`src/rtl/bpg_pkg.sv`:
```
`timescale 1ns / 1ps
// Shared constants, types and arithmetic helpers for the bright pixel glow filter.
package bpg_pkg;

    localparam int DEFAULT_MAX_WIDTH = 1024;
    localparam int QUEUE_DEPTH       = 4;

    localparam int PIXEL_W        = 32;
    localparam int CHAN_W         = 8;
    localparam int SHARE_W        = 6;
    localparam int ACC_W          = 10;
    localparam int FRAME_WIDTH_W  = 11;
    localparam int FRAME_HEIGHT_W = 13;
    localparam int THRESHOLD_W    = 10;
    localparam int CFG_INDEX_W    = 2;
    localparam int CFG_DATA_W     = 13;

    localparam logic [CFG_INDEX_W-1:0] CFG_FRAME_WIDTH  = 2'd0;
    localparam logic [CFG_INDEX_W-1:0] CFG_FRAME_HEIGHT = 2'd1;
    localparam logic [CFG_INDEX_W-1:0] CFG_THRESHOLD    = 2'd2;

    localparam logic [FRAME_WIDTH_W-1:0]  FRAME_WIDTH_RESET  = 11'd800;
    localparam logic [FRAME_HEIGHT_W-1:0] FRAME_HEIGHT_RESET = 13'd600;
    localparam logic [THRESHOLD_W-1:0]    THRESHOLD_RESET    = 10'd600;

    localparam logic OP_PIXEL = 1'b0;
    localparam logic OP_DRAIN = 1'b1;

    localparam logic [CHAN_W-1:0] CHAN_MAX = 8'd255;

    // Per-item control decided by the front end and carried out by the back end.
    typedef struct packed {
        logic       mem_shift;  // read and rotate the line buffers
        logic       emit;       // this item produces a result
        logic       frame_end;  // the result closes the frame
        logic       col_ok;     // column lies inside the frame border
        logic [2:0] row_ok;     // per window row: row lies inside the frame border
    } bpg_ctrl_t;

    localparam int CTRL_W = $bits(bpg_ctrl_t);

    // floor(v * 15 / 100) = floor(3v / 20), computed as (3v * 205) >> 12,
    // which is exact over the whole 8-bit input range.
    function automatic logic [SHARE_W-1:0] glow_share(input logic [CHAN_W-1:0] v);
        logic [9:0]  triple;
        logic [17:0] scaled;
        triple = {2'b00, v} + {1'b0, v, 1'b0};
        scaled = 18'(triple) * 18'd205;
        return scaled[17:12];
    endfunction

endpackage

```
`src/rtl/bpg_queue.sv`:
```
`timescale 1ns / 1ps
// Small register queue that decouples the classifying front end from the window back end.
module bpg_queue #(
    parameter int DATA_W = 32,
    parameter int DEPTH  = bpg_pkg::QUEUE_DEPTH
) (
    input  logic              aclk,
    input  logic              aresetn,
    input  logic              in_valid,
    output logic              in_ready,
    input  logic [DATA_W-1:0] in_data,
    output logic              out_valid,
    input  logic              out_ready,
    output logic [DATA_W-1:0] out_data
);

    localparam int PW = (DEPTH > 1) ? $clog2(DEPTH) : 1;
    localparam int NW = $clog2(DEPTH + 1);

    logic [DATA_W-1:0] slot_reg [DEPTH];
    logic [PW-1:0]     wr_ptr_reg, wr_ptr_next;
    logic [PW-1:0]     rd_ptr_reg, rd_ptr_next;
    logic [NW-1:0]     count_reg, count_next;
    logic              push, pop;

    assign in_ready  = (count_reg != NW'(DEPTH));
    assign out_valid = (count_reg != '0);
    assign out_data  = slot_reg[rd_ptr_reg];
    assign push      = in_valid && in_ready;
    assign pop       = out_valid && out_ready;

    always_comb begin
        wr_ptr_next = wr_ptr_reg;
        rd_ptr_next = rd_ptr_reg;
        count_next  = count_reg;
        if (push) begin
            wr_ptr_next = (wr_ptr_reg == PW'(DEPTH - 1)) ? '0 : wr_ptr_reg + PW'(1);
        end
        if (pop) begin
            rd_ptr_next = (rd_ptr_reg == PW'(DEPTH - 1)) ? '0 : rd_ptr_reg + PW'(1);
        end
        if (push && !pop) begin
            count_next = count_reg + NW'(1);
        end else if (pop && !push) begin
            count_next = count_reg - NW'(1);
        end
    end

    always_ff @(posedge aclk) begin
        if (!aresetn) begin
            wr_ptr_reg <= '0;
            rd_ptr_reg <= '0;
            count_reg  <= '0;
        end else begin
            wr_ptr_reg <= wr_ptr_next;
            rd_ptr_reg <= rd_ptr_next;
            count_reg  <= count_next;
        end
    end

    always_ff @(posedge aclk) begin
        if (push) begin
            slot_reg[wr_ptr_reg] <= in_data;
        end
    end

    a_count_bound: assert property (@(posedge aclk) disable iff (!aresetn)
        (count_reg <= NW'(DEPTH)))
        else $error("queue fill count exceeds its depth");

endmodule

```
`config.mk`:
```
export PLATFORM = sky130hd
export DESIGN_NAME = bpg_queue
export DESIGN_NICKNAME = d
export VERILOG_FILES = /design/src/rtl/bpg_pkg.sv /design/src/rtl/bpg_queue.sv
export SDC_FILE = /design/constraint.sdc
export NUM_CORES = 1
export LEC_CHECK = 0
export BUFFER_PORTS_ARGS = -buffer_cell sky130_fd_sc_hd__buf_2
export CELL_PAD_IN_SITES_DETAIL_PLACEMENT = 1
export CELL_PAD_IN_SITES_GLOBAL_PLACEMENT = 2
export CORE_ASPECT_RATIO = 1.1
export CORE_MARGIN = 10
export CORE_UTILIZATION = 35
export DETAILED_ROUTE_END_ITERATION = 16
export PLACE_DENSITY = 0.63
export SYNTH_ARGS = -nofsm -noshare
export SYNTH_HDL_FRONTEND = slang
export SYNTH_SLANG_ARGS = --single-unit
export TNS_END_PERCENT = 5
```
`constraint.sdc`:
```
create_clock -name aclk -period 2.9 [get_ports aclk]
set_input_delay 0 -clock aclk [delete_from_list [all_inputs] [get_ports aclk]]
set_output_delay 0 -clock aclk [all_outputs]
set_load 0.01 [all_outputs]
```
# After elaboration in Yosys (flattened, before gate mapping)
# Memories as Yosys holds them, arrays and structs flattened. A register that Yosys moved wholly into a read port is not among the register bits.
# Cells that the tools add are included.
dict set report word_totals {
  register_bits 7
  latch_bits 0
  ramBits 128
  romBits 0
  inputBits 36
  output_inout_bits 34
  elab_cells 27
  memories 1
}
# name depth word_bits rd rd_ports_with_merged_regs wr line
set mem_list {}
lappend mem_list {slot_reg 4 32 1 1 1 bpg_queue.sv:20} ;# logic [DATA_W-1:0] slot_reg [DEPTH];
dict set report op_classes {
  add_sub_neg 4
  mul 0
  div_mod_pow 0
  n_lt_le_gt_ge 0
  n_eq_ne 3
  n_shift 0
  muxes 8
  bitwise 0
  n_reduce_logical 8
}
# cell count
set ops {}
lappend ops {{2-bit 2-to-1 mux} 4}
lappend ops {{3-bit 2-to-1 mux} 2}
lappend ops {{2-bit by 1-bit adder with 2-bit output (second input constant)} 2}
lappend ops {{2-bit equality test (second input constant)} 2}
lappend ops {{1-bit logical AND} 4}
lappend ops {{3-bit by 1-bit adder with 3-bit output (second input constant)} 1}
lappend ops {{3-bit != test (second input constant)} 1}
lappend ops {{3-bit nonzero test} 1}
lappend ops {{3-bit by 1-bit subtractor with 3-bit output (second input constant)} 1}
lappend ops {{1-bit logical NOT} 2}
lappend ops {{1-bit 2-to-1 mux} 2}
lappend ops {{2-bit nonzero test} 1}

# Longest topological paths before layout
# Gate-level depths: netlist of the first run.
dict set report logic_depth {
  word_depth 6
  depth_mapped 9
  depth_no_buf 8
}

# Worst setup path before layout of the first run
# OpenSTA, ideal clock, no wires.
dict set report synth_timing {
  path_kind {register to register}
  startpoint {register count_reg[0]}
  endpoint {register count_reg[2]}
  setup_ps 76
  arrival_time_ps 2128
  required_ps 2824
  path_slack_ps 696
  path_stages_with_launch 8
  path_buffers 0
  period_less_slack_ps 2204
  cell_sequence {dfxtp_1 > o31ai_1 > ha_1 > inv_1 > fa_1 > xor2_1 > or3_2 > a21boi_0}
}
dict set report synth_via {
  elab_chain_len 5
  elab_cells_between_ends 13
  cone_classes {add/sub (2); eq/ne (1); mux (2); reduce/logical (8)}
}
# element line
set synth_lines {}
lappend synth_lines {{start: declaration} bpg_queue.sv:23} ;# logic [NW-1:0] count_reg, count_next;
lappend synth_lines {{start signal: assignment} bpg_queue.sv:57} ;# count_reg <= count_next;
lappend synth_lines {{branches (longest 5 deep; another with 3-bit by 1-bit subtractor with 3-bit output)} n/a}
# Several ways; the timed one is not identified. The select of a mux whose other input is x is not followed.
# A chain may end at the register's enable or synchronous reset.

# Worst setup path in the final report of the first run
dict set report layout_timing {
  startpoint {register count_reg[1]}
  endpoint {register count_reg[2]}
}
# Same word-level chain as after synthesis.

==> results.py, run 1 <==
metrics = {
    "run_status": {
        "status": "complete, no violations",
    },
    "logic_synthesis": {
        "async_reset_ff_share_pct": 0,
        "syn_nets": 261,
        "ys.warnings.count": 0,
        "yosysMostFrequentCell": "edfxtp_1",
        "yosysSeqAreaShare_pct": 78.98,
        "synth_seq_cells": 137,
        "synth_edf_count": 128,
        "synth-main-ff-cell": "edfxtp_1",
        "yosysUniqueCellTypes": 28,
        "syn_avg_cell_area_um2": 23.37,
        "synth_cells": 218,
        "netlist.area_leader.share_pct": 75.44,
        "yosys-top-cells-area": "edfxtp_1 (75%), mux4_2 (14%), dfxtp_1 (3.5%)",
        "synth_commonest_cells": "edfxtp_1 (128), mux4_2 (32), dfxtp_1 (9)",
        "syn_area_um2": 5095,
        "yosysTopAreaCell": "edfxtp_1",
    },
    "timing": {
        "drv_slew": 0,
        "setup_slack_ps": 478.2,
        "worst_clock_skew_ps": 5.175,
        "setup-violations-final": 0,
        "max_freq_ghz": 0.4129,
        "maxSlewHeadroom_pct": 37.42,
        "min_period_ps": 2422,
        "finalHoldViolations": 0,
        "worst_pin_slew_ps": 938.8,
        "hold_ws_ps": 25.31,
        "rsz0062_at_grt": "no",
        "tns_ps": 0,
        "period_share_pct": 83.51,
    },
    "global_route": {
        "grt_pass1_vias": 2883,
        "grt_usage_pct": 11.23,
        "grt_pass1_wl_um": 16530,
        "antenna_found_initial": 0,
        "grt_max_degree": 33,
        "gr-total-overflow": 0,
    },
    "finish": {
        "utilization_pct": 46.17,
        "fill_cells": 1356,
        "n_antenna_cell": 0,
        "final_area_um2": 6616,
        "nets": 377,
        "instances_no_fill": 539,
        "largest_reg_flops": 128,
        "drive_above_1_share_pct": 40.35,
        "area_growth_pct": 29.86,
    },
    "floorplan": {
        "rows": 46,
        "io_pins": 70,
        "core_area_um2": 14330,
        "fp.dieH_um": 146.5,
        "start_util_pct": 35.55,
        "die_area_um2": 19790,
        "die_w_um": 135.0,
    },
    "worst_setup_path": {
        "path_max_fanout": 5,
        "cp_cell_sequence": "o31ai_1 > ha_1 > inv_1 > fa_1 > xor2_1 > or3_2 > a21boi_0",
        "crit_arrival_ps": 2760,
        "cp_slowest_cell": "o31ai_1",
        "endpoint_kind": "register",
        "required_ps": 3240,
        "cp-start-kind": "register",
        "cpPeakStageDelay_ps": 540,
        "critical_path_class": "reg2reg",
    },
    "placed_design": {
        "dp_cells": 471,
        "pre_cts_ws_ps": 461.7,
        "dpl_cell_area_um2": 5649,
        "place.detailed.hpwl_um": 6168,
        "gp_congestion": 0.6721,
        "io_buffers": 69,
    },
    "cts": {
        "cts_buffers": 17,
        "cts_resized": 0,
        "clk_pin_slew_ps": 60,
        "cts.sinks": 137,
        "clock_latency_ps": 410,
        "cts_tree": "built",
        "h-tree-depth": 4,
        "cts_buffer_depth": 2,
        "root_buffer": "clkbuf_16",
    },
    "drt": {
        "wl_um": 10380,
        "drt_pass1_iterations": 4,
        "vias": 2482,
        "drc_errors": 0,
        "routed_via_density": 4.605,
        "postRouteAntennaNets": 0,
        "routedWlPerCell_um": 19.26,
        "drt_first_iter_violations": 138,
    },
    "power": {
        "power_mw": 5.923,
        "p_leak_nw": 2.288,
        "power.density_nw_per_um2": 895.3,
        "vdd_ir_drop_max_mv": 0.3663,
    },
    "hold_path": {
        "hold_class": "in2reg",
    },
    "run": {
        "maxCapViolCount": 0,
    },
}
-- final cells by class --
class                           instances  area, um2  area share, %
Multi-Input combinational cell         69       1006          15.20
Sequential cell                       137       4026          60.85
Tap cell                              192      240.2          3.631
Timing Repair Buffer                  106      725.7          10.97
Inverter                                3      11.26         0.1702
Clock inverter                         15      181.4          2.742
Clock buffer                           17      425.4          6.430
-- power by group --
| part | switching, mW | internal [mW] |
|---|---|---|
| clock network | 0.789 | 1.42 |
| logic | 0.556 | 0.588 |
| registers | 0.156 | 2.41 |
| total | 1.50 | 4.42 |
-- routing by layer --
metal	track usage, %	vias to the layer above	wire length, um
met5	0	-	0
met4	4.849	0	147
met3	3.775	17	471
met2	18.76	51	5463
met1	12.79	1272	4296
li1	-	1142	-
-- kinds of logic (layout without fill, tap and decap cells) --
logic type               count (synthesis)  count (layout)  synth area share (%)
AO/OA/AOI/OAI                            6               6                0.6876
adder cells (fa/ha/maj)                  7               7                 1.866
multiplexers                            34              34                 14.54
XOR/XNOR                                 2               2                0.3439
buffers and inverters                   12             141                 1.277
flip-flops                             137             137                 78.98
AND/OR/NAND/NOR                         20              20                 2.309
-- repair_timing --
| action | in CTS | in global routing |
|---|---|---|
| hold buffers | 36 | 0 |
| setup endpoints to repair | 0 | 0 |
| setup buffers | 0 | 0 |
| endpoints found under the hold margin | 137 | 0 |
-- layout by cell type (no fill, tap or decap), types with 4 or more instances in the layout --
| master | n |
|---|---|
| clkbuf_16 | 17 |
| and3_2 | 4 |
| clkinv_2 | 5 |
| dlygate4sd3_1 | 36 |
| buf_2 | 69 |
| bufinv_16 | 4 |
| ha_1 | 6 |
| dfxtp_1 | 7 |
| mux4_2 | 32 |
| edfxtp_1 | 128 |
| nand2_1 | 5 |
-- worst paths after layout --
kind / from / endpoint / slack (ps) / cells after the start
setup / recovery: count_reg[1] / count_reg[2] / 480 / 7
hold / removal: out_ready / register / 30 / 3
setup reg to reg: count_reg[1] / count_reg[2] / 480 / 7
hold reg to reg: wr_ptr_reg[1] / wr_ptr_reg[1] / 510 / 2
-- worst max-delay path, delay by kind of cell (launching register included) --
kind | cells | cell delay, ps
flops | 1 | 350
xor+xnor | 1 | 170
simple gates | 1 | 400
fa+ha+maj | 2 | 660
buf+inv | 1 | 60
compound gates | 2 | 690
No activity file was read; power rests on OpenSTA's default activity.
==> run 2: changes to the inputs <==
Settings changed: ABC_AREA set to 1, PLACE_DENSITY 0.63 to 0.71.
Clock period 2.9 ns to 1.95 ns, I/O delays scaled along.
==> run 2 against run 1 <==
Global-route usage up 1.7 points. Wire length is 22% higher. The flow now finishes with violations (hold timing). Flip-flop and latch count is the same. Clock skew shrank 0.82 ps. Final area is 2.9% higher. Largest power group unchanged. Sequential power up 45%.
==> results.py, run 2 <==
metrics = {
    "timing": {
        "maxSlewHeadroom_pct": 70.53,
        "drv_slew": 0,
        "finalHoldViolations": 4,
        "tns_ps": 0,
        "hold_ws_ps": -33.55,
        "period_share_pct": 91.51,
        "min_period_ps": 1785,
        "worst_clock_skew_ps": 4.360,
        "worst_pin_slew_ps": 441.4,
        "max_freq_ghz": 0.5604,
        "setup-violations-final": 0,
    },
    "logic_synthesis": {
        "netlist.area_leader.share_pct": 72.93,
        "yosys-top-cells-area": "edfxtp_1 (73%), nor2_1 (5.8%), o22ai_1 (3.8%)",
        "async_reset_ff_share_pct": 0,
        "syn_avg_cell_area_um2": 13.91,
        "ys.warnings.count": 0,
        "syn_area_um2": 5270,
        "yosysMostFrequentCell": "edfxtp_1",
        "synth_cells": 379,
        "syn_nets": 422,
        "yosysUniqueCellTypes": 21,
        "synth_commonest_cells": "edfxtp_1 (128), nor2_1 (81), o21ai_0 (38)",
        "yosysTopAreaCell": "edfxtp_1",
        "synth-main-ff-cell": "edfxtp_1",
        "synth_seq_cells": 137,
        "yosysSeqAreaShare_pct": 76.35,
        "synth_edf_count": 128,
    },
    "drt": {
        "routed_via_density": 4.939,
        "postRouteAntennaNets": 0,
        "drc_errors": 0,
        "met1Wirelength_um": 5235,
        "drt_pass1_iterations": 4,
        "drt_first_iter_violations": 142,
        "routedWlPerCell_um": 18.05,
        "routed.top_layer": "met4",
        "vias": 3462,
        "wl_um": 12660,
        "wl_met3_um": 554,
        "wl_met2_um": 6639,
    },
    "worst_setup_path": {
        "endpoint_kind": "register",
        "path_max_fanout": 5,
        "cpPeakStageDelay_ps": 380,
        "reg2reg_slack_ps": 170,
        "crit_arrival_ps": 2100,
        "rr_worst_depth": 12,
        "critPathLaunch": "count_reg[1]",
        "critical_path_class": "reg2reg",
        "required_ps": 2270,
        "cp_slowest_cell": "fa_1",
        "cp_cell_sequence": "nor2_2 > nand2_1 > nand2_2 > ha_2 > inv_1 > fa_1 > inv_1 > nand2_1 > nand3_1 > nand2_1 > inv_1 > nor2_1",
        "cp-start-kind": "register",
        "rr_startpoint": "count_reg[1]",
    },
    "finish": {
        "instances_no_fill": 701,
        "fill_cells": 1542,
        "n_antenna_cell": 0,
        "regArea_um2": 4028,
        "largest_reg_flops": 128,
        "area_growth_pct": 29.18,
        "nets": 540,
        "multiInputGateArea_um2": 1057,
        "drive_above_1_share_pct": 24.17,
        "final_cell_mix": "edfxtp_1 (128), nor2_1 (76), buf_2 (69), o21ai_0 (38), dlygate4sd3_1 (35)",
        "final_common_cell": "edfxtp_1",
    },
    "floorplan": {
        "fp.dieH_um": 148.7,
        "io_pins": 70,
        "core_area_um2": 14620,
        "rows": 46,
        "die_w_um": 137.0,
        "die_area_um2": 20370,
        "start_util_pct": 36.05,
    },
    "placed_design": {
        "io_buffers": 69,
        "dp_cells": 635,
        "place.detailed.hpwl_um": 7822,
        "gp_congestion": 0.7677,
    },
    "power": {
        "vdd_ir_drop_max_mv": 0.7056,
        "p_clk_share_pct": 33.2,
        "power_frac_comb_pct": 27.0,
        "power_frac_seq_pct": 39.8,
        "p_leak_nw": 2.475,
        "power.density_nw_per_um2": 1378,
        "p_sw_mw": 2.889,
        "switching_share_pct": 30.80,
        "intPower_mw": 6.493,
    },
    "global_route": {
        "grt_usage_pct": 12.97,
        "grt_max_degree": 65,
        "grt_pass1_vias": 3821,
        "antenna_found_initial": 0,
        "gr-total-overflow": 0,
        "grt_pass1_wl_um": 20130,
    },
    "cts": {
        "cts_setup_buffers": 0,
        "h-tree-depth": 4,
        "cts_buffer_depth": 2,
        "cts.sinks": 137,
        "clock_latency_ps": 420,
        "cts_tree": "built",
        "clk_pin_slew_ps": 50,
        "root_buffer": "clkbuf_16",
        "cts_buffers": 17,
    },
    "hold_path": {
        "hold_start": "out_ready",
        "hold_depth": 4,
        "hold_class": "in2reg",
    },
    "run_status": {
        "status": "finished with violations",
        "violations": "hold timing",
    },
    "run": {
        "maxCapViolCount": 0,
    },
}
-- run 2: metrics by stage --
step	setup slack (ps)	instance area [um2]	utilization, %	power [mW]	hold WS [ps]
floorplan	-32.25	5280	-	5.305	98.87
global placement	203.4	5872	40.17	6.218	219.3
detailed placement	126.4	5872	40.17	6.294	221.8
CTS	71.49	6792	46.46	9.490	2.876
global route	-2.070	6808	46.57	9.940	4.541
finish	165.5	6808	46.57	9.383	-33.55
-- run 2: final timing paths --
check	to
setup reg to reg	count_reg[2]
hold reg to reg	count_reg[0]
setup / recovery	count_reg[2]
hold / removal	register
-- run 2: area by class of cell --
type	count	share of cell area, %
flip-flops and latches	137	59.16
well taps	192	3.529
clock buffers	22	6.525
multi-input cells	206	15.53
inverters	17	1.048
clock inverters	9	1.838
repair buffers	118	12.37
-- run 2: timing repair --
| item | in CTS | in global routing |
|---|---|---|
| hold endpoints to repair | 137 | 0 |
| hold buffers | 35 | 0 |
| setup endpoints to repair | 0 | 2 |
| resized for setup | 0 | 7 |
-- run 2: routing by layer --
| layer | track usage [%] | up-vias |
|---|---|---|
| met5 | 0 | - |
| li1 | - | 1627 |
| met4 | 5.591 | 0 |
| met2 | 22.45 | 61 |
| met3 | 4.178 | 19 |
| met1 | 14.16 | 1755 |
-- run 2: cell families after synthesis --
| logic type | Yosys count | synth area share [%] |
|---|---|---|
| compound gates | 100 | 10.26 |
| fa+ha+maj | 7 | 1.804 |
| buf+inv | 36 | 4.345 |
| flops | 137 | 76.35 |
| simple gates | 99 | 7.241 |
-- run 2: worst max-delay path, delay by kind of cell (launching register included) --
family | cells | cell delay [ps]
and+or+nand+nor | 7 | 580
DFF | 1 | 340
adders and majority gates | 2 | 580
buffers and inverters | 3 | 180
-- run 2: power by group through the flow --
stage / logic (mW) / clock network [mW] / registers (mW)
floorplan: 1.56 / 0 / 3.75
global placement: 2.46 / 0 / 3.76
detailed placement: 2.51 / 0 / 3.78
CTS: 2.58 / 3.18 / 3.72
global route: 2.86 / 3.32 / 3.76
finish: 2.53 / 3.12 / 3.73
==> run 3: changes to the inputs <==
Settings changed: CORE_UTILIZATION 35 to 30, CTS_BUF_LIST set to sky130_fd_sc_hd__clkbuf_8, PLACE_DENSITY 0.71 to 0.63.
==> run 3 against run 2 <==
The run now ends clean. Sequential power is essentially flat. Utilization shrank 7.9 points. Fmax shrank 1.4%. Register-to-register slack lost 30 ps. Largest power group unchanged. Worst hold slack gained 340 ps. Total power shrank 12%. Final area shrank 2.5%.
==> results.py, run 3 (same netlist as run 2, synthesis figures left out) <==
metrics = {
    "timing": {
        "finalHoldViolations": 0,
        "worst_clock_skew_ps": 8.730,
        "maxSlewHeadroom_pct": 72.63,
        "period_share_pct": 92.85,
        "drv_slew": 0,
        "max_freq_ghz": 0.5523,
        "worst_pin_slew_ps": 410.5,
        "setup-violations-final": 0,
        "rsz0062_at_grt": "no",
        "min_period_ps": 1811,
    },
    "drt": {
        "postRouteAntennaNets": 0,
        "drc_errors": 0,
        "drt_first_iter_violations": 144,
        "wl_um": 12440,
        "routedWlPerCell_um": 16.68,
        "vias": 3297,
        "routed_via_density": 4.420,
        "drt_pass1_iterations": 5,
    },
    "floorplan": {
        "fp.dieH_um": 159.0,
        "start_util_pct": 30.74,
        "core_area_um2": 17140,
        "io_pins": 70,
        "rows": 50,
        "die_area_um2": 23270,
        "die_w_um": 146.4,
    },
    "global_route": {
        "grt_usage_pct": 10.98,
        "grt_max_degree": 65,
        "gr-total-overflow": 0,
        "antenna_found_initial": 0,
        "grt_pass1_wl_um": 19670,
        "grt_pass1_vias": 3557,
    },
    "worst_setup_path": {
        "path_delay_family": "adder cells",
        "worst-path-buf-inv": 2,
        "cp_cell_sequence": "nor2_2 > nand2_1 > nand2_2 > inv_1 > ha_1 > inv_1 > fa_2 > o21ai_0 > nor2_1",
        "rr_worst_depth": 9,
        "cp_slowest_cell": "fa_2",
        "critical_path_class": "reg2reg",
        "rr_startpoint": "count_reg[1]",
        "cpPeakStageDelay_ps": 440,
        "cp-start-kind": "register",
        "reg2reg_slack_ps": 140,
        "required_ps": 2290,
        "path_max_fanout": 4,
        "worstReg2RegEnd": "count_reg[1]",
        "cp_common_cell": "inv_1",
        "crit_arrival_ps": 2150,
        "endpoint_kind": "register",
    },
    "finish": {
        "fill_cells": 1859,
        "instances_no_fill": 746,
        "final_area_um2": 6636,
        "final_cell_mix": "edfxtp_1 (128), nor2_1 (76), buf_2 (69), o21ai_0 (38), dlygate4sd3_1 (36)",
        "regArea_um2": 4028,
        "area_growth_pct": 25.93,
        "largest_reg_flops": 128,
        "final_common_cell": "edfxtp_1",
        "drive_above_1_share_pct": 24.80,
        "n_antenna_cell": 0,
        "multiInputGateArea_um2": 1055,
        "nets": 542,
    },
    "power": {
        "p_sw_mw": 2.900,
        "power.density_nw_per_um2": 1247,
        "power_frac_comb_pct": 30.1,
        "intPower_mw": 5.375,
        "power_frac_seq_pct": 45.0,
        "vdd_ir_drop_max_mv": 0.4160,
        "p_clk_share_pct": 24.9,
        "p_leak_nw": 2.378,
        "switching_share_pct": 35.04,
    },
    "cts": {
        "cts_buffer_depth": 2,
        "cts.sinks": 137,
        "cts_buffers": 17,
        "root_buffer": "clkbuf_8",
        "h-tree-depth": 4,
        "cts_tree": "built",
        "clk_pin_slew_ps": 80,
        "cts_setup_buffers": 0,
        "clock_latency_ps": 440,
    },
    "run_status": {
        "status": "complete, no violations",
    },
    "placed_design": {
        "io_buffers": 69,
        "place.detailed.hpwl_um": 7854,
        "gp_congestion": 0.6809,
        "dp_cells": 678,
        "dpl_cell_area_um2": 5907,
    },
    "hold_path": {
        "hold_depth": 2,
        "hold_end": "slot_reg[2][31]",
        "hold_start": "in_data[31]",
        "hold_class": "in2reg",
    },
    "run": {
        "maxCapViolCount": 0,
    },
}
==> run 3: cell types whose count changed in the layout (fill, tap and decap cells not counted), moves of 2 or more <==
cell       delta
buf_12        -2
clkbuf_1      -5
inv_6         +7
clkinv_4      +4
clkinv_2      -4
buf_4         +3
clkbuf_16    -17
bufinv_16     -3
clkinv_1      +2
clkbuf_8     +17
==> run 3: final cells by class <==
cell class | instances | area share (%)
flip-flops and latches | 137 | 60.69
multi-input cells | 206 | 15.89
repair buffers | 120 | 12.58
well taps | 234 | 4.412
clock buffers | 17 | 3.526
clock inverters | 15 | 1.791
inverters | 17 | 1.112
==> run 3: worst max-delay path by stage <==
stage	start	end	slack, ps	cells past startpoint
after floorplan	count_reg[1]	slot_reg[0][0]	-30	4
after global placement	count_reg[1]	count_reg[2]	190	12
after detailed placement	count_reg[1]	count_reg[2]	80	12
after CTS	register	out_data[9]	30	4
after global routing	count_reg[1]	count_reg[2]	10	13
final	count_reg[1]	count_reg[1]	140	9
==> run 3: timing repair <==
item,CTS,global route
hold buffers,36,0
resized for setup,1,6
endpoints found under the hold margin,137,0
cloned,0,0
setup endpoints to repair,2,4
==> run 3: power groups by stage <==
stage	Sequential, mW	Clock, mW	Combinational (mW)
final	3.72	2.06	2.49
after floorplan	3.75	0	1.56
after detailed placement	3.78	0	2.52
after global routing	3.75	2.28	2.82
after global placement	3.77	0	2.45
after CTS	3.72	2.14	2.59
==> run 3: worst register-to-register path, delay by kind of cell, from the launching register on <==
kind            cells  cell delay [ps]
fa+ha+maj           2              640
simple gates        4              400
flops               1              350
buf+inv             2              150
compound gates      1              180
==> run 3: through the flow <==
step                      utilization, %  setup TNS (ps)  hold slack, ps  power [mW]  worst slack (ps)
after CTS                          38.64               0           266.2       8.442             31.23
after detailed placement           34.46               0           216.5       6.297             83.44
final                              38.72               0           302.4       8.275             139.4
after global placement             34.46               0           214.8       6.217             193.3
after global routing               38.72               0           277.0       8.851             13.99
after floorplan                        -           -4128           98.87       5.305            -32.25
==> run 3: metal layers <==
| layer | vias up | global-route usage (%) | routed length, um |
|---|---|---|---|
| li1 | 1623 | - | - |
| met1 | 1602 | 12.33 | 5355 |
| met2 | 58 | 18.75 | 6485 |
| met3 | 14 | 3.947 | 467 |
| met4 | 0 | 3.962 | 136 |
| met5 | - | 0 | 0 |
