### config.mk
export PLATFORM = sky130hd
export DESIGN_NAME = bpg_front
export DESIGN_NICKNAME = d
export VERILOG_FILES = /design/src/rtl/bpg_pkg.sv /design/src/rtl/bpg_front.sv
export SDC_FILE = /design/constraint.sdc
export NUM_CORES = 1
export LEC_CHECK = 0
export BUFFER_PORTS_ARGS = -buffer_cell sky130_fd_sc_hd__buf_2
export CAP_MARGIN = 40
export CORE_MARGIN = 2
export CORE_UTILIZATION = 35
export DETAILED_ROUTE_END_ITERATION = 16
export HOLD_SLACK_MARGIN = 0.06
export PLACE_DENSITY = 0.62
export SLEW_MARGIN = 10
export SYNTH_ARGS = -nofsm -noshare
export SYNTH_HDL_FRONTEND = slang
export SYNTH_SLANG_ARGS = --single-unit
### constraint.sdc
create_clock -name aclk -period 4.3 [get_ports aclk]
set_input_delay 0.215 -clock aclk [delete_from_list [all_inputs] [get_ports aclk]]
set_output_delay 0.215 -clock aclk [all_outputs]
set_load 0.03 [all_outputs]
### src/rtl/bpg_pkg.sv
`timescale 1ns / 1ps
// Shared constants, types and arithmetic helpers for the bright pixel glow filter.
package bpg_pkg;

    localparam int DEFAULT_MAX_WIDTH = 1024;
    localparam int QUEUE_DEPTH       = 4;

    localparam int PIXEL_W        = 32;
    localparam int CHAN_W         = 8;
    localparam int SHARE_W        = 6;
    localparam int ACC_W          = 10;
    localparam int FRAME_WIDTH_W  = 11;
    localparam int FRAME_HEIGHT_W = 13;
    localparam int THRESHOLD_W    = 10;
    localparam int CFG_INDEX_W    = 2;
    localparam int CFG_DATA_W     = 13;

    localparam logic [CFG_INDEX_W-1:0] CFG_FRAME_WIDTH  = 2'd0;
    localparam logic [CFG_INDEX_W-1:0] CFG_FRAME_HEIGHT = 2'd1;
    localparam logic [CFG_INDEX_W-1:0] CFG_THRESHOLD    = 2'd2;

    localparam logic [FRAME_WIDTH_W-1:0]  FRAME_WIDTH_RESET  = 11'd800;
    localparam logic [FRAME_HEIGHT_W-1:0] FRAME_HEIGHT_RESET = 13'd600;
    localparam logic [THRESHOLD_W-1:0]    THRESHOLD_RESET    = 10'd600;

    localparam logic OP_PIXEL = 1'b0;
    localparam logic OP_DRAIN = 1'b1;

    localparam logic [CHAN_W-1:0] CHAN_MAX = 8'd255;

    // Per-item control decided by the front end and carried out by the back end.
    typedef struct packed {
        logic       mem_shift;  // read and rotate the line buffers
        logic       emit;       // this item produces a result
        logic       frame_end;  // the result closes the frame
        logic       col_ok;     // column lies inside the frame border
        logic [2:0] row_ok;     // per window row: row lies inside the frame border
    } bpg_ctrl_t;

    localparam int CTRL_W = $bits(bpg_ctrl_t);

    // floor(v * 15 / 100) = floor(3v / 20), computed as (3v * 205) >> 12,
    // which is exact over the whole 8-bit input range.
    function automatic logic [SHARE_W-1:0] glow_share(input logic [CHAN_W-1:0] v);
        logic [9:0]  triple;
        logic [17:0] scaled;
        triple = {2'b00, v} + {1'b0, v, 1'b0};
        scaled = 18'(triple) * 18'd205;
        return scaled[17:12];
    endfunction

endpackage

### src/rtl/bpg_front.sv
`timescale 1ns / 1ps
// Front end: configuration registers, raster position counters and item classification.
module bpg_front #(
    parameter int MAX_WIDTH = bpg_pkg::DEFAULT_MAX_WIDTH,
    localparam int AW = (MAX_WIDTH > 1) ? $clog2(MAX_WIDTH) : 1,
    localparam int CW = $clog2(MAX_WIDTH + 1)
) (
    input  logic                              aclk,
    input  logic                              aresetn,
    input  logic                              s_tvalid,
    output logic                              s_tready,
    input  logic [bpg_pkg::PIXEL_W-1:0]       s_tdata,
    input  logic                              s_tuser,
    input  logic                              cfg_valid,
    output logic                              cfg_ready,
    input  logic [bpg_pkg::CFG_INDEX_W-1:0]   cfg_index,
    input  logic [bpg_pkg::CFG_DATA_W-1:0]    cfg_data,
    output logic                              push_valid,
    input  logic                              push_ready,
    output bpg_pkg::bpg_ctrl_t                push_ctrl,
    output logic [AW-1:0]                     push_addr,
    output logic [bpg_pkg::PIXEL_W-1:0]       push_px,
    output logic [bpg_pkg::THRESHOLD_W-1:0]   threshold
);

    localparam int FW = bpg_pkg::FRAME_WIDTH_W;
    localparam int HW = bpg_pkg::FRAME_HEIGHT_W;
    localparam int TW = bpg_pkg::THRESHOLD_W;
    localparam int WW = (CW > FW) ? CW : FW;

    logic [FW-1:0] width_cfg_reg;
    logic [HW-1:0] height_cfg_reg;
    logic [TW-1:0] threshold_reg;

    logic [AW-1:0] col_reg, col_next;
    logic [HW-1:0] row_reg, row_next;
    logic [CW-1:0] drain_reg, drain_next;

    logic [WW-1:0] width_ext;
    logic [CW-1:0] eff_w;
    logic [HW-1:0] eff_h;
    logic [HW-1:0] h_m2;
    logic [CW-1:0] col_ext;
    logic [CW-1:0] pos;
    logic          pixel_phase;
    logic          last_col;
    logic          col_ok;
    logic [2:0]    row_ok;
    logic          keep;
    logic          accept;
    logic          geom_write;

    assign cfg_ready  = 1'b1;
    assign s_tready   = push_ready;
    assign threshold  = threshold_reg;
    assign accept     = s_tvalid && push_ready;
    assign push_valid = accept && keep;
    assign geom_write = cfg_valid &&
                        ((cfg_index == bpg_pkg::CFG_FRAME_WIDTH) ||
                         (cfg_index == bpg_pkg::CFG_FRAME_HEIGHT));

    // Effective geometry after clamping to the supported range.
    always_comb begin
        width_ext = WW'(width_cfg_reg);
        if (width_ext < WW'(3)) begin
            eff_w = CW'(3);
        end else if (width_ext > WW'(MAX_WIDTH)) begin
            eff_w = CW'(MAX_WIDTH);
        end else begin
            eff_w = CW'(width_ext);
        end
        eff_h = (height_cfg_reg < HW'(3)) ? HW'(3) : height_cfg_reg;
        h_m2  = eff_h - HW'(2);
    end

    always_comb begin
        pixel_phase = (row_reg < eff_h);
        col_ext     = CW'(col_reg);
        last_col    = ((col_ext + CW'(1)) >= eff_w);
        pos         = pixel_phase ? col_ext : drain_reg;
        col_ok      = (pos != '0) && (pos <= (eff_w - CW'(2)));
        // Window row j holds the pixel row (row_reg - (2 - j)); it must lie in 1..h-2.
        for (int j = 0; j < 3; j++) begin
            row_ok[j] = (row_reg >= HW'(3 - j)) && (row_reg <= (h_m2 + HW'(2 - j)));
        end
    end

    always_comb begin
        keep       = 1'b0;
        push_ctrl  = '0;
        push_addr  = '0;
        push_px    = '0;
        col_next   = col_reg;
        row_next   = row_reg;
        drain_next = drain_reg;
        if (pixel_phase) begin
            keep             = (s_tuser == bpg_pkg::OP_PIXEL);
            push_ctrl.mem_shift = 1'b1;
            push_ctrl.emit   = (col_reg == '0) ? (row_reg >= HW'(2)) : (row_reg >= HW'(1));
            push_ctrl.col_ok = col_ok;
            push_ctrl.row_ok = row_ok;
            push_addr        = col_reg;
            push_px          = s_tdata;
            if (last_col) begin
                col_next   = '0;
                row_next   = row_reg + HW'(1);
                drain_next = '0;
            end else begin
                col_next = col_reg + AW'(1);
            end
        end else if (drain_reg < eff_w) begin
            keep             = (s_tuser == bpg_pkg::OP_DRAIN);
            push_ctrl.mem_shift = 1'b1;
            push_ctrl.emit   = 1'b1;
            push_ctrl.col_ok = col_ok;
            push_ctrl.row_ok = row_ok;
            push_addr        = drain_reg[AW-1:0];
            drain_next       = drain_reg + CW'(1);
        end else begin
            // Closing drain item: the last pending pixel leaves and the frame restarts.
            keep                = (s_tuser == bpg_pkg::OP_DRAIN);
            push_ctrl.emit      = 1'b1;
            push_ctrl.frame_end = 1'b1;
            col_next            = '0;
            row_next            = '0;
            drain_next          = '0;
        end
    end

    always_ff @(posedge aclk) begin
        if (!aresetn) begin
            width_cfg_reg  <= bpg_pkg::FRAME_WIDTH_RESET;
            height_cfg_reg <= bpg_pkg::FRAME_HEIGHT_RESET;
            threshold_reg  <= bpg_pkg::THRESHOLD_RESET;
        end else if (cfg_valid) begin
            unique case (cfg_index)
                bpg_pkg::CFG_FRAME_WIDTH:  width_cfg_reg  <= cfg_data[FW-1:0];
                bpg_pkg::CFG_FRAME_HEIGHT: height_cfg_reg <= cfg_data[HW-1:0];
                bpg_pkg::CFG_THRESHOLD:    threshold_reg  <= cfg_data[TW-1:0];
                default: ;
            endcase
        end
    end

    always_ff @(posedge aclk) begin
        if (!aresetn) begin
            col_reg   <= '0;
            row_reg   <= '0;
            drain_reg <= '0;
        end else if (geom_write) begin
            col_reg   <= '0;
            row_reg   <= '0;
            drain_reg <= '0;
        end else if (accept && keep) begin
            col_reg   <= col_next;
            row_reg   <= row_next;
            drain_reg <= drain_next;
        end
    end

    a_col_range: assert property (@(posedge aclk) disable iff (!aresetn)
        (col_ext < eff_w))
        else $error("column counter left the frame width");

    a_row_range: assert property (@(posedge aclk) disable iff (!aresetn)
        (row_reg <= eff_h))
        else $error("row counter passed the frame height");

    a_drain_phase: assert property (@(posedge aclk) disable iff (!aresetn)
        (drain_reg != '0) |-> (row_reg == eff_h))
        else $error("drain counter running outside the drain phase");

endmodule

# Word level (Yosys, flattened, before mapping)
# Index checks and enable logic that the tools add are counted.
# totals
ff_bits	68
inputBits	53
out_inout_bits	62
elab_cells	75
# op_classes
add_sub_neg	8
order_cmp	13
n_eq_ne	4
mux	24
bitwise	2
reduce_logical	18
# op_table
op	count
$mux W11	6
$mux W13	4
$mux W10	5
$le A13 B13 Y1	3
$mux W32	1
$add A13 B1 Y13 const B	2
$ge A13 B2 Y1 const B	2
$add A13 B2 Y13 const B	1
$ge A13 B1 Y1 const B	1
$lt A13 B13 Y1	1
$lt A13 B2 Y1 const B	1
$sub A13 B2 Y13 const B	1
$add A10 B1 Y11 const B	1
$add A11 B1 Y11 const B	1
$ge A11 B11 Y1	1
$gt A11 B11 Y1 const B	1
$le A11 B11 Y1	1
$lt A11 B11 Y1	1
$lt A11 B2 Y1 const B	1
$reduce_bool A11 Y1	1
$sub A11 B2 Y11 const B	1
$add A10 B1 Y10 const B	1
$logic_not A10 Y1	1
$reduce_and A2 Y1	5
other kinds (13)	25

# Longest topological paths before layout
# Gate-level depths: netlist of the first run.
# depth
word_depth	8
mapped_depth	22
depth_no_buf	19

# Least setup slack after synthesis of the first run
# Ideal clock, no wire load.
# synth_timing
path_kind	flip-flop to output port
from	reg height_cfg_reg[3]
to	out push_ctrl[3] (netlist bit)
t_arrival_ns	4.956
required_ns	4.085
path_slack_ns	-0.871
stages_incl_launch_ff	22
path_buffers	3
path_cell_list	dfxtp_1 > buf_2 > nor4_2 > and4_4 > nor2_1 > ha_1 > o21bai_1 > a31o_2 > a311oi_2 > nand2_1 > clkbuf_1 > clkbuf_1 > nand2_1 > o21ai_0 > ha_1 > nor2b_1 > o21a_1 > o21a_1 > o21a_1 > o21ai_0 > nand3b_1 > a211oi_1
# synth_rtl
element	line	text
start, declared	bpg_front.sv:32	logic [HW-1:0] height_cfg_reg;
start signal, assigned	bpg_front.sv:133	height_cfg_reg <= bpg_pkg::FRAME_HEIGHT_RESET;
start signal, assigned	bpg_front.sv:138	bpg_pkg::CFG_FRAME_HEIGHT: height_cfg_reg <= cfg_data[HW-1:0];
end, declared	bpg_front.sv:20	output bpg_pkg::bpg_ctrl_t push_ctrl,

==> metrics.md, run 1 <==
| Metric | Value |
|---|---|
| Outcome | `complete, but fails checks` |
| Failing checks | `setup timing` |
| Largest family of logic cells by synthesized area | `simple AND/OR/NAND/NOR gates` |
| Xor/xnor share of the synthesized area | `under 10%` |
| Clk_skew | `0.00960 ns` |
| Prevailing post-synth register cell | `dfxtp_1` |
| First-pass GRT wire length | `between 30,000 and 40,000 µm` |
| Core ar. | `between 15,000 and 20,000 µm²` |
| TritonCTS Buffers | `9` |
| Worst path bufs/invs | `3` |
| Final Hold Vio Count | `0` |
| Share of cells above drive strength 1 | `between 20% and 30%` |
| Vias per cell | `around 5.4` |
| Max incr delay on CP | `0.37 ns` |
| Routed WL | `about 20,000 µm` |
| Compound-Gate Fraction of Synth Area | `20.5%` |
| Yosys top cell by area | `dfxtp_1` |
| All-Layer GR Usage | `between 20% and 30%` |
| Endpoints failing setup | `1` |
| Netlist Area Pre-Place | `around 6300 µm²` |
| Setup ws final | `-0.0380 ns` |
| IO Pins | `115` |
| Min-delay src | `cfg_data[11]` |
| Pwr Total | `~1.8 mW` |
| Number of synthesized flops with an enable pin | `0` |
| IO Port Bufs | `between 100 and 150` |
| R2R setup slack | `approximately 0.25 ns` |
| Antenna-violating nets left | `0` |
| Clk sinks | `between 60 and 70` |
| Post-synthesis adder-cell area fraction | `18.0%` |
| Setup crit start kind | `register` |
| Crit-path leading delay family | `compound AO/OA/AOI/OAI gates` |
| Slew margin rel. | `~44%` |
| RSZ-0062 raised after global routing | `yes` |
| Synth unique cells | `63` |
| P_leak | `around 3.8 nW` |
| Mux contribution to synthesized area | `less than 1%` |
| Flops & latches, synth | `between 60 and 70` |
| Power density over cell area | `around 220 nW/µm²` |
| Vias | `6,541` |
| Worst-skew pair later-pin latency | `about 0.33 ns` |
| Min-delay worst type | `in2reg` |
| Fin crit period | `4.34 ns` |
| Slowest-stage cell, CP | `mux2_2` |
| Chip height | `~140 µm` |
| Worst R2R Path Depth | `13` |
| Worst EP arrival | `4.12 ns` |
| Crit. End Element | `output pin` |
| Peak supply drop | `186 µV` |
| Syn_area_per_cell | `about 7.7 µm²` |
| Nets | `1,117` |
| Seq/Total Area, Yosys | `a little over a fifth` |
| WL/cell | `16.4 µm` |
| Antenna diodes | `0` |
| CTS tree | `built` |
| Reg2reg start | `width_cfg_reg[3]` |
| Crit path max fanout | `3` |
| Area fraction of the dominant cell type after synthesis | `between 20% and 30%` |
| Synth warnings | `0` |
| Min-Delay Path Depth | `3` |
| Layout area overhead | `27.6%` |
| Max-cap violations | `0` |
| Crit-path cells | `nor4_4 -> and4_4 -> buf_4 -> nor2_1 -> inv_1 -> ha_2 -> o21bai_1 -> a31o_2 -> a311o_1 -> nor2_4 -> mux2_2 -> ha_1 -> a21o_1 -> a2111oi_4 -> nand3b_1 -> a211oi_4 -> buf_6` |
| Cells after Synth | `823` |
| Antenna violations before repair | `0` |
| Clock transition at the registers of the reported paths | `0.06 ns` |
| Pre-Repair DR Iteration Count | `5` |
| Initial Utilization | `between 30% and 40%` |
| Longest Clk Path Bufs | `2` |
| Most common library cells after synthesis | `131 x nand2_1, 91 x ha_1, 68 x dfxtp_1, 52 x a21oi_1, 45 x and3_1` |
| Total die area | `roughly 19,000 µm²` |
| Final Max Tran Viols | `0` |
| H-tree depth | `3` |
| Total grt overflow | `0` |
| Vias in the first global route | `between 6,000 and 7,000` |
| Simple-gate portion of the synthesized area | `29.2%` |
| Final cell utilization of the core | `approximately 45%` |
| Final worst-path cycle share | `101%` |
| Fillers | `1,807` |
| Rows | `49` |
| Fmax | `231 MHz` |
| HPWL Detailed | `roughly 15,000 µm` |
| Count leader, synth | `nand2_1` |
| Clock root cell | `clkbuf_16` |
| Measured slew at the worst slew-check pin | `roughly 0.83 ns` |
| Drt initial violations | `390` |
| Critical Path Source | `height_cfg_reg[3]` |
| Largest net degree at the start of global routing | `37` |
| Main area contributors after synthesis | `dfxtp_1 21%, ha_1 18%, nand2_1 7.8%` |
| Crit Path Class | `reg2out` |
| Drt drc | `0` |
| Die width | `between 100 and 150 µm` |
| CP required | `approximately 4.1 ns` |
| GPL Wtd Cong | `about 0.89` |
| Asr flop ratio synth | `0%` |
| Crit. path cell count | `17` |
==> report_power, final <==
| part | internal, mW | switching [mW] | leakage, nW |
|---|---|---|---|
| Clock | 0.524 | 0.295 | 0.162 |
| Sequential | 0.643 | 0.0112 | 0.550 |
| Combinational | 0.122 | 0.191 | 3.05 |
==> stage by stage <==
| stage | setup TNS [ns] | hold WS [ns] | cells | area [µm²] | setup WS [ns] |
|---|---|---|---|---|---|
| 2_1_floorplan | -0.0167 | 0.339 | 824 | 6410 | -0.0167 |
| 3_3_place_gp | 0 | 0.448 | 1178 | 7460 | 0.0293 |
| 3_5_place_dp | -0.106 | 0.451 | 1179 | 7470 | -0.0974 |
| 4_1_cts | 0 | 0.128 | 1207 | 8030 | 0.000107 |
| 5_1_grt | -0.563 | 0.142 | 1207 | 8080 | -0.287 |
| 6_report | -0.0380 | 0.134 | 1207 | 8080 | -0.0380 |
==> per-layer routing <==
| metal | GRT usage (%) | part of all wire, % | vias to the layer above |
|---|---|---|---|
| met2 | 35.2 | 50 | 111 |
| met3 | 2.94 | 3.5 | 24 |
| met1 | 26.0 | 45 | 3092 |
| met5 | 0 | 0 | - |
| li1 | - | - | 3314 |
| met4 | 5.42 | 1.7 | 0 |
==> path summary, 6_finish.rpt <==
check,end
setup / recovery,push_ctrl[3]
hold / removal,height_cfg_reg[11]
setup reg to reg,row_reg[6]
hold reg to reg,threshold[8]
==> logic make-up (layout without fill, tap and decap cells) <==
kind of cell / Yosys count / count (layout)
xor gates and xnor gates: 41 / 41
other: 1 / 2
AOI/OAI and AO/OA: 195 / 195
muxes: 4 / 4
and+or+nand+nor: 354 / 354
DFF: 68 / 68
buffers and inverters: 69 / 223
adders and majority gates: 91 / 91
==> what timing repair did <==
item | CTS | global route
hold buffers | 0 | 0
pin swaps | 29 | 10
resized for setup | 32 | 9
setup endpoints to repair | 3 | 12
buffers inserted | 12 | 0
==> cells in the final DEF (no fill, tap or decap), types with 14 or more instances in the layout <==
cell type,count
and3_1,44
inv_1,31
nor2_1,27
nand2_1,129
o21ai_0,33
buf_2,110
nor3_1,16
a21boi_0,24
a21o_1,14
ha_1,89
nand3_1,36
dfxtp_1,65
xor2_1,26
buf_4,61
a21oi_1,51
==> layout make-up <==
cell class	instances	area (µm²)	area share [%]
Tap cell	229	287	3.55
Sequential cell	68	1370	16.9
Inverter	31	116	1.44
Clock buffer	10	239	2.96
Multi-Input combinational cell	687	4920	60.9
Timing Repair Buffer	176	1060	13.2
Clock inverter	6	87.6	1.08
==> tightest hold or removal path, cell delays in order <==
cell and delay, ns:
buf_2 0.10, nand2_1 0.04, a21boi_0 0.06
(Power assumes the default switching activity.)
==> run 2: changes to the inputs <==
--- a/config.mk
+++ b/config.mk
@@ -11,7 +11,6 @@
 export CORE_UTILIZATION = 35
 export DETAILED_ROUTE_END_ITERATION = 16
 export HOLD_SLACK_MARGIN = 0.06
-export PLACE_DENSITY = 0.62
 export SLEW_MARGIN = 10
 export SYNTH_ARGS = -nofsm -noshare
 export SYNTH_HDL_FRONTEND = slang
==> run 2 against run 1 <==
Final cell count unchanged. Clock power decreased by 10%. Sequential power about the same. The flow still finishes with violations (setup timing). Count of clock-buffer cells in the layout increased by 2. Global-route usage increased by 0.58 points.
==> metrics.md, run 2 (synthesis results as in run 1) <==
| Metric | Value |
|---|---|
| Commonest non-fill, non-tap cell in the layout | `nand2_1` |
| Worst EP arrival | `4.17 ns (+0.05 ns)` |
| Layout area overhead | `29.6%` |
| IO Port Bufs | `113 (unchanged)` |
| Final Max Tran Viols | `0 (unchanged)` |
| GPL Wtd Cong | `0.889 (-0.22%)` |
| Failing checks | `setup timing` |
| Largest net degree at the start of global routing | `37 (unchanged)` |
| Hold path endpoint | `height_cfg_reg[11]` |
| Crit. End Element | `output pin` |
| Outcome | `complete, but fails checks` |
| RSZ-0062 raised after global routing | `yes` |
| Worst-skew pair later-pin latency | `0.34 ns (about the same)` |
| All-Layer GR Usage | `20.7% (+0.58 points)` |
| Rows | `49 (unchanged)` |
| Reg2reg start | `width_cfg_reg[3]` |
| Die width | `139 µm (unchanged)` |
| Min-Delay Path Depth | `3 (unchanged)` |
| FF-to-FF End | `row_reg[7]` |
| Peak supply drop | `149 µV (-20%)` |
| Routed WL | `20,100 µm (+1.8%)` |
| Clk sinks | `68 (unchanged)` |
| Antenna violations before repair | `0 (unchanged)` |
| Min-delay src | `cfg_data[11]` |
| Multi-input gate area | `5060 µm² (+2.8%)` |
| Total die area | `19,200 µm² (unchanged)` |
| Pwr Total | `1.72 mW (-3.9%)` |
| Fillers | `1,780 (-1.5%)` |
| Final Hold Vio Count | `0 (unchanged)` |
| Vias in the first global route | `6,373 (+2.8%)` |
| Setup crit start kind | `register` |
| Clock transition at the registers of the reported paths | `0.05 ns (about the same)` |
| Hold buffer count at cts | `0 (unchanged)` |
| WL/cell | `16.7 µm (+1.8%)` |
| Final cell utilization of the core | `46.0% (+0.72 points)` |
| CP required | `4.09 ns (about the same)` |
| H-tree depth | `3 (unchanged)` |
| Vias | `6,510 (-0.47%)` |
| Antenna-violating nets left | `0 (unchanged)` |
| R2R setup slack | `0.22 ns (-0.03 ns)` |
| Core ar. | `17,800 µm² (unchanged)` |
| Vias per cell | `5.39 (-0.47%)` |
| Setup ws final | `-0.0870 ns (-0.0490 ns)` |
| Drt initial violations | `457 (+17%)` |
| Measured slew at the worst slew-check pin | `0.819 ns (-0.00627 ns)` |
| Final worst-path cycle share | `102% (+1.1 points)` |
| CTS tree | `built` |
| Endpoints failing setup | `1 (unchanged)` |
| Antenna diodes | `0 (unchanged)` |
| Clock root cell | `clkbuf_16` |
| Crit path max fanout | `4 (+1)` |
| First-pass GRT wire length | `32,800 µm (+2.7%)` |
| Initial Utilization | `35.5% (unchanged)` |
| Power density over cell area | `209 nW/µm² (-5.4%)` |
| Fmax | `228 MHz (-1.1%)` |
| Longest Clk Path Bufs | `2 (unchanged)` |
| Most frequent cells in the layout | `129 x nand2_1, 110 x buf_2, 85 x ha_1` |
| Nets | `1,119 (+0.18%)` |
| Share of cells above drive strength 1 | `25.9% (+1.4 points)` |
| Chip height | `139 µm (unchanged)` |
| Pre-Repair DR Iteration Count | `5 (unchanged)` |
| Clk_skew | `0.00480 ns (-0.00480 ns)` |
| IO Pins | `115 (unchanged)` |
| Min-delay worst type | `in2reg` |
| Drt drc | `0 (unchanged)` |
| Slew margin rel. | `45.4% (+1.0 points)` |
| Crit Path Class | `reg2out` |
| P_leak | `3.82 nW (+1.4%)` |
| TritonCTS Buffers | `9 (unchanged)` |
| Fin crit period | `4.39 ns (+0.0490 ns)` |
| HPWL Detailed | `15,600 µm (+1.7%)` |
| Worst R2R Path Depth | `16 (+3)` |
| Total grt overflow | `0 (unchanged)` |
| Max-cap violations | `0 (unchanged)` |
| Register area | `1370 µm² (unchanged)` |
-- run 2: cell count changes in the layout (fill, tap and decap cells not counted), sizes merged --
cell,change
clkbuf,+3
bufinv,-1
nor2,+1
clkinv,-3
-- run 2: final cells by class --
cell class                      count  area share (%)
Tap cell                          229            3.49
Clock inverter                      2           0.427
Timing Repair Buffer              177            13.3
Multi-Input combinational cell    688            61.6
Sequential cell                    68            16.6
Clock buffer                       12            3.13
Inverter                           31            1.42
-- run 2: routing by layer --
layer,vias to the layer above,global-route usage (%),part of all wire [%]
met1,3031,27.3,46
met4,0,6.71,2.3
li1,3323,-,-
met3,35,2.67,3.0
met5,-,0,0
met2,121,35.2,49
-- run 2: worst max path at each step --
stage / from / to / slack [ns]
after CTS: height_cfg_reg[3] / push_ctrl[3] / -0.06
after global routing: height_cfg_reg[10] / push_ctrl[3] / -0.26
final: height_cfg_reg[4] / push_ctrl[3] / -0.09
after global placement: height_cfg_reg[7] / push_ctrl[3] / 0.05
after floorplan: height_cfg_reg[6] / push_ctrl[3] / -0.02
after detailed placement: height_cfg_reg[6] / push_ctrl[3] / -0.07
-- run 2: where the power goes --
group	total (mW)	switching, mW	leakage [nW]	internal (mW)
logic	0.326	0.197	3.12	0.128
clock network	0.736	0.263	0.145	0.473
registers	0.655	0.0115	0.551	0.644
total	1.72	0.472	3.82	1.25
-- run 2: what timing repair did --
item | 4_1_cts | 5_1_grt
gates cloned | 0 | 1
pin swaps | 33 | 32
setup buffers | 9 | 6
endpoints found under the setup margin | 3 | 26
resized for setup | 38 | 28
-- run 2: metrics by stage --
stage	hold WS, ns	setup TNS, ns	cells	area, µm²	worst slack, ns
2_1_floorplan	0.339	-0.0167	824	6410	-0.0167
3_3_place_gp	0.448	0	1175	7450	0.0462
3_5_place_dp	0.450	-0.0926	1176	7460	-0.0747
4_1_cts	0.127	-0.112	1199	8020	-0.0600
5_1_grt	0.130	-0.547	1207	8210	-0.257
6_report	0.140	-0.0870	1207	8210	-0.0870
-- run 2: worst max-delay path, stage by stage, from the launching register on --
cell       delay (ns)
dfxtp_2          0.33
nor4_4           0.29
and4_4           0.29
buf_6            0.11
nor2_4           0.03
inv_2            0.08
ha_4             0.15
o21bai_4         0.07
a31o_4           0.23
a311o_1          0.36
nor2_4           0.20
mux2_4           0.34
ha_4             0.16
a21o_1           0.18
a2111oi_4        0.38
nand3b_1         0.18
a211oi_4         0.27
buf_6            0.16
==> run 3: changes to the inputs <==
--- a/config.mk
+++ b/config.mk
@@ -9,6 +9,7 @@
 export CAP_MARGIN = 40
 export CORE_MARGIN = 2
 export CORE_UTILIZATION = 35
+export CTS_BUF_LIST = sky130_fd_sc_hd__clkbuf_2
 export DETAILED_ROUTE_END_ITERATION = 16
 export HOLD_SLACK_MARGIN = 0.06
 export SLEW_MARGIN = 10
==> run 3 against run 2 <==
The flow still finishes with violations (setup timing). Clock power shrank 52%. Routed wire length grew 1.2%. Sequential share of layout area is 0.14 points higher. Die area unchanged. Flip-flop and latch count stayed put. Global-route usage grew 0.29 points. Design area shrank 0.53%.
==> metrics.md, run 3 (synthesis results as in run 1) <==
| Metric | Value |
|---|---|
| Placed insts | `1,176 (unchanged)` |
| GR Layer Usage met1 | `27.5% (+0.18 points)` |
| Outcome | `complete, but fails checks` |
| Non-filler cells in the finished layout | `1,224 (+1.4%)` |
| Final Max Tran Viols | `0 (unchanged)` |
| Initial Utilization | `35.5% (unchanged)` |
| Longest Clk Path Bufs | `2 (unchanged)` |
| First-pass GRT wire length | `33,200 µm (+1.1%)` |
| Crit. End Element | `output pin` |
| Worst-skew pair later-pin latency | `0.57 ns (+0.23 ns)` |
| Worst path bufs/invs | `3 (unchanged)` |
| Crit-path leading delay family | `compound AO/OA/AOI/OAI gates` |
| Min-delay worst type | `in2reg` |
| All-Layer GR Usage | `21.0% (+0.29 points)` |
| Final Hold Vio Count | `0 (unchanged)` |
| Core ar. | `17,800 µm² (unchanged)` |
| Total die area | `19,200 µm² (unchanged)` |
| Share of cells above drive strength 1 | `25.7% (-0.14 points)` |
| Clock transition at the registers of the reported paths | `0.18 ns (+0.13 ns)` |
| Vias in the first global route | `6,456 (+1.3%)` |
| Clk sinks | `68 (unchanged)` |
| H-tree depth | `3 (unchanged)` |
| TritonCTS Buffers | `9 (unchanged)` |
| Slew margin rel. | `45.2% (-0.18 points)` |
| Pre-Repair DR Iteration Count | `5 (unchanged)` |
| P_leak | `3.79 nW (-0.68%)` |
| Vias | `6,638 (+2.0%)` |
| Commonest non-fill, non-tap cell in the layout | `nand2_1` |
| Measured slew at the worst slew-check pin | `0.822 ns (+0.00263 ns)` |
| Crit-path cells | `nor4_4 -> and4_4 -> buf_6 -> nor2_4 -> inv_2 -> ha_4 -> o21bai_4 -> a31o_4 -> a311o_1 -> nor2_4 -> mux2_4 -> ha_4 -> a21o_1 -> a2111oi_4 -> nand3b_1 -> a211oi_4 -> buf_6` |
| Nets | `1,136 (+1.5%)` |
| Vias per cell | `5.42 (+0.55%)` |
| Chip height | `139 µm (unchanged)` |
| CTS tree | `built` |
| Drt drc | `0 (unchanged)` |
| Setup crit start kind | `register` |
| Slowest-stage cell, CP | `a2111oi_4` |
| IO Port Bufs | `113 (unchanged)` |
| Die width | `139 µm (unchanged)` |
| Max incr delay on CP | `0.39 ns (about the same)` |
| IO Pins | `115 (unchanged)` |
| Met2 Use GR | `35.6% (+0.44 points)` |
| WL/cell | `16.6 µm (-0.21%)` |
| Crit path max fanout | `4 (unchanged)` |
| Fin crit period | `4.63 ns (+0.247 ns)` |
| Drt initial violations | `461 (+0.88%)` |
| Failing checks | `setup timing` |
| R2R setup slack | `0.33 ns (+0.11 ns)` |
| Max-cap violations | `0 (unchanged)` |
| HPWL Detailed | `15,600 µm (unchanged)` |
| Layout area overhead | `28.9%` |
| Most frequent cells in the layout | `128 x nand2_1, 107 x buf_2, 86 x ha_1` |
| Fmax | `216 MHz (-5.3%)` |
| Pwr Total | `1.35 mW (-22%)` |
| Worst EP arrival | `4.42 ns (+0.25 ns)` |
| Largest net degree at the start of global routing | `37 (unchanged)` |
| Peak supply drop | `100 µV (-33%)` |
| Total grt overflow | `0 (unchanged)` |
| CP required | `4.09 ns (about the same)` |
| Antenna diodes | `0 (unchanged)` |
| Final cell utilization of the core | `45.8% (-0.25 points)` |
| GRT met3 Usage | `3.08% (+0.42 points)` |
| Antenna-violating nets left | `0 (unchanged)` |
| Rows | `49 (unchanged)` |
| Power density over cell area | `165 nW/µm² (-21%)` |
| Most Used Layer, Global Route | `met2` |
| RSZ-0062 raised after global routing | `yes` |
| Clk_skew | `0.0347 ns (+0.0299 ns)` |
| Endpoints failing setup | `3 (+2)` |
| Antenna violations before repair | `0 (unchanged)` |
| Routed WL | `20,400 µm (+1.2%)` |
| GPL Wtd Cong | `0.889 (unchanged)` |
| Crit Path Class | `reg2out` |
| Final worst-path cycle share | `108% (+5.7 points)` |
| Setup ws final | `-0.334 ns (-0.247 ns)` |
| Clock root cell | `clkbuf_2` |
| Hold Slack | `0.112 ns (-0.0281 ns)` |
[run 3: changes by cell type in the layout (fill, tap and decap cells not counted), moves of 2 or more]
cell,delta
clkbuf_2,+10
clkbuf_16,-9
clkbuf_4,+2
buf_4,+5
clkbuf_8,-2
buf_2,-3
dfxtp_1,-3
clkinv_1,+2
dfxtp_2,+3
dlygate4sd3_1,+14
[run 3: cell type report]
| type | count | area (µm²) |
|---|---|---|
| fillers | 1792 | 9680 |
| multi-input cells | 687 | 5030 |
| repair buffers | 195 | 1270 |
| flip-flops and latches | 68 | 1370 |
| clock buffers | 10 | 50.0 |
| inverters | 31 | 116 |
| well taps | 229 | 287 |
| clock inverters | 4 | 42.5 |
[run 3: report_power, final]
group          switching [mW]  leakage [nW]  total [mW]  internal [mW]
logic                   0.199          3.18       0.335          0.136
registers              0.0119         0.550       0.656          0.644
clock network           0.229        0.0627       0.355          0.126
[run 3: stage by stage]
step | cell area, µm² | setup TNS, ns | setup slack, ns
global route | 8160 | -1.46 | -0.527
floorplan | 6410 | -0.0167 | -0.0167
detailed placement | 7460 | -0.0926 | -0.0747
global placement | 7450 | 0 | 0.0462
finish | 8160 | -0.788 | -0.334
CTS | 8010 | -0.958 | -0.341
[run 3: metal layers]
| metal | vias up | part of all wire [%] | wire length [µm] |
|---|---|---|---|
| li1 | 3354 | - | - |
| met4 | 0 | 2.7 | 555 |
| met5 | - | 0 | 0 |
| met2 | 144 | 48 | 9860 |
| met1 | 3099 | 45 | 9260 |
| met3 | 41 | 3.4 | 684 |
[run 3: worst register-to-register path, stage by stage (launching register included)]
cell      delay (ns)
dfxtp_2         0.37
or3_1           0.38
or4_1           0.46
nor3_2          0.23
a21o_1          0.15
nand2_2         0.10
ha_1            0.29
and4_1          0.18
o21ai_0         0.08
o211ai_1        0.19
a221o_1         0.29
a31oi_2         0.28
buf_12          0.24
or4_1           0.46
a21oi_1         0.20
[run 3: what timing repair did]
action                                  in CTS  in global routing
endpoints found under the hold margin       34                  0
resized for setup                           44                 25
endpoints found under the setup margin      16                 15
hold buffers                                14                  0
setup buffers                               12                  7
pin swaps                                   34                 23
[run 3: path summary, 6_finish.rpt]
| path | startpoint | end | depth (start not counted) |
|---|---|---|---|
| worst max register to register | width_cfg_reg[3] | row_reg[7] | 14 |
| worst max-delay path | height_cfg_reg[6] | push_ctrl[3] | 17 |
| worst min register to register | threshold[2] | threshold[2] | 2 |
| worst min-delay path | cfg_index[0] | width_cfg_reg[0] | 4 |
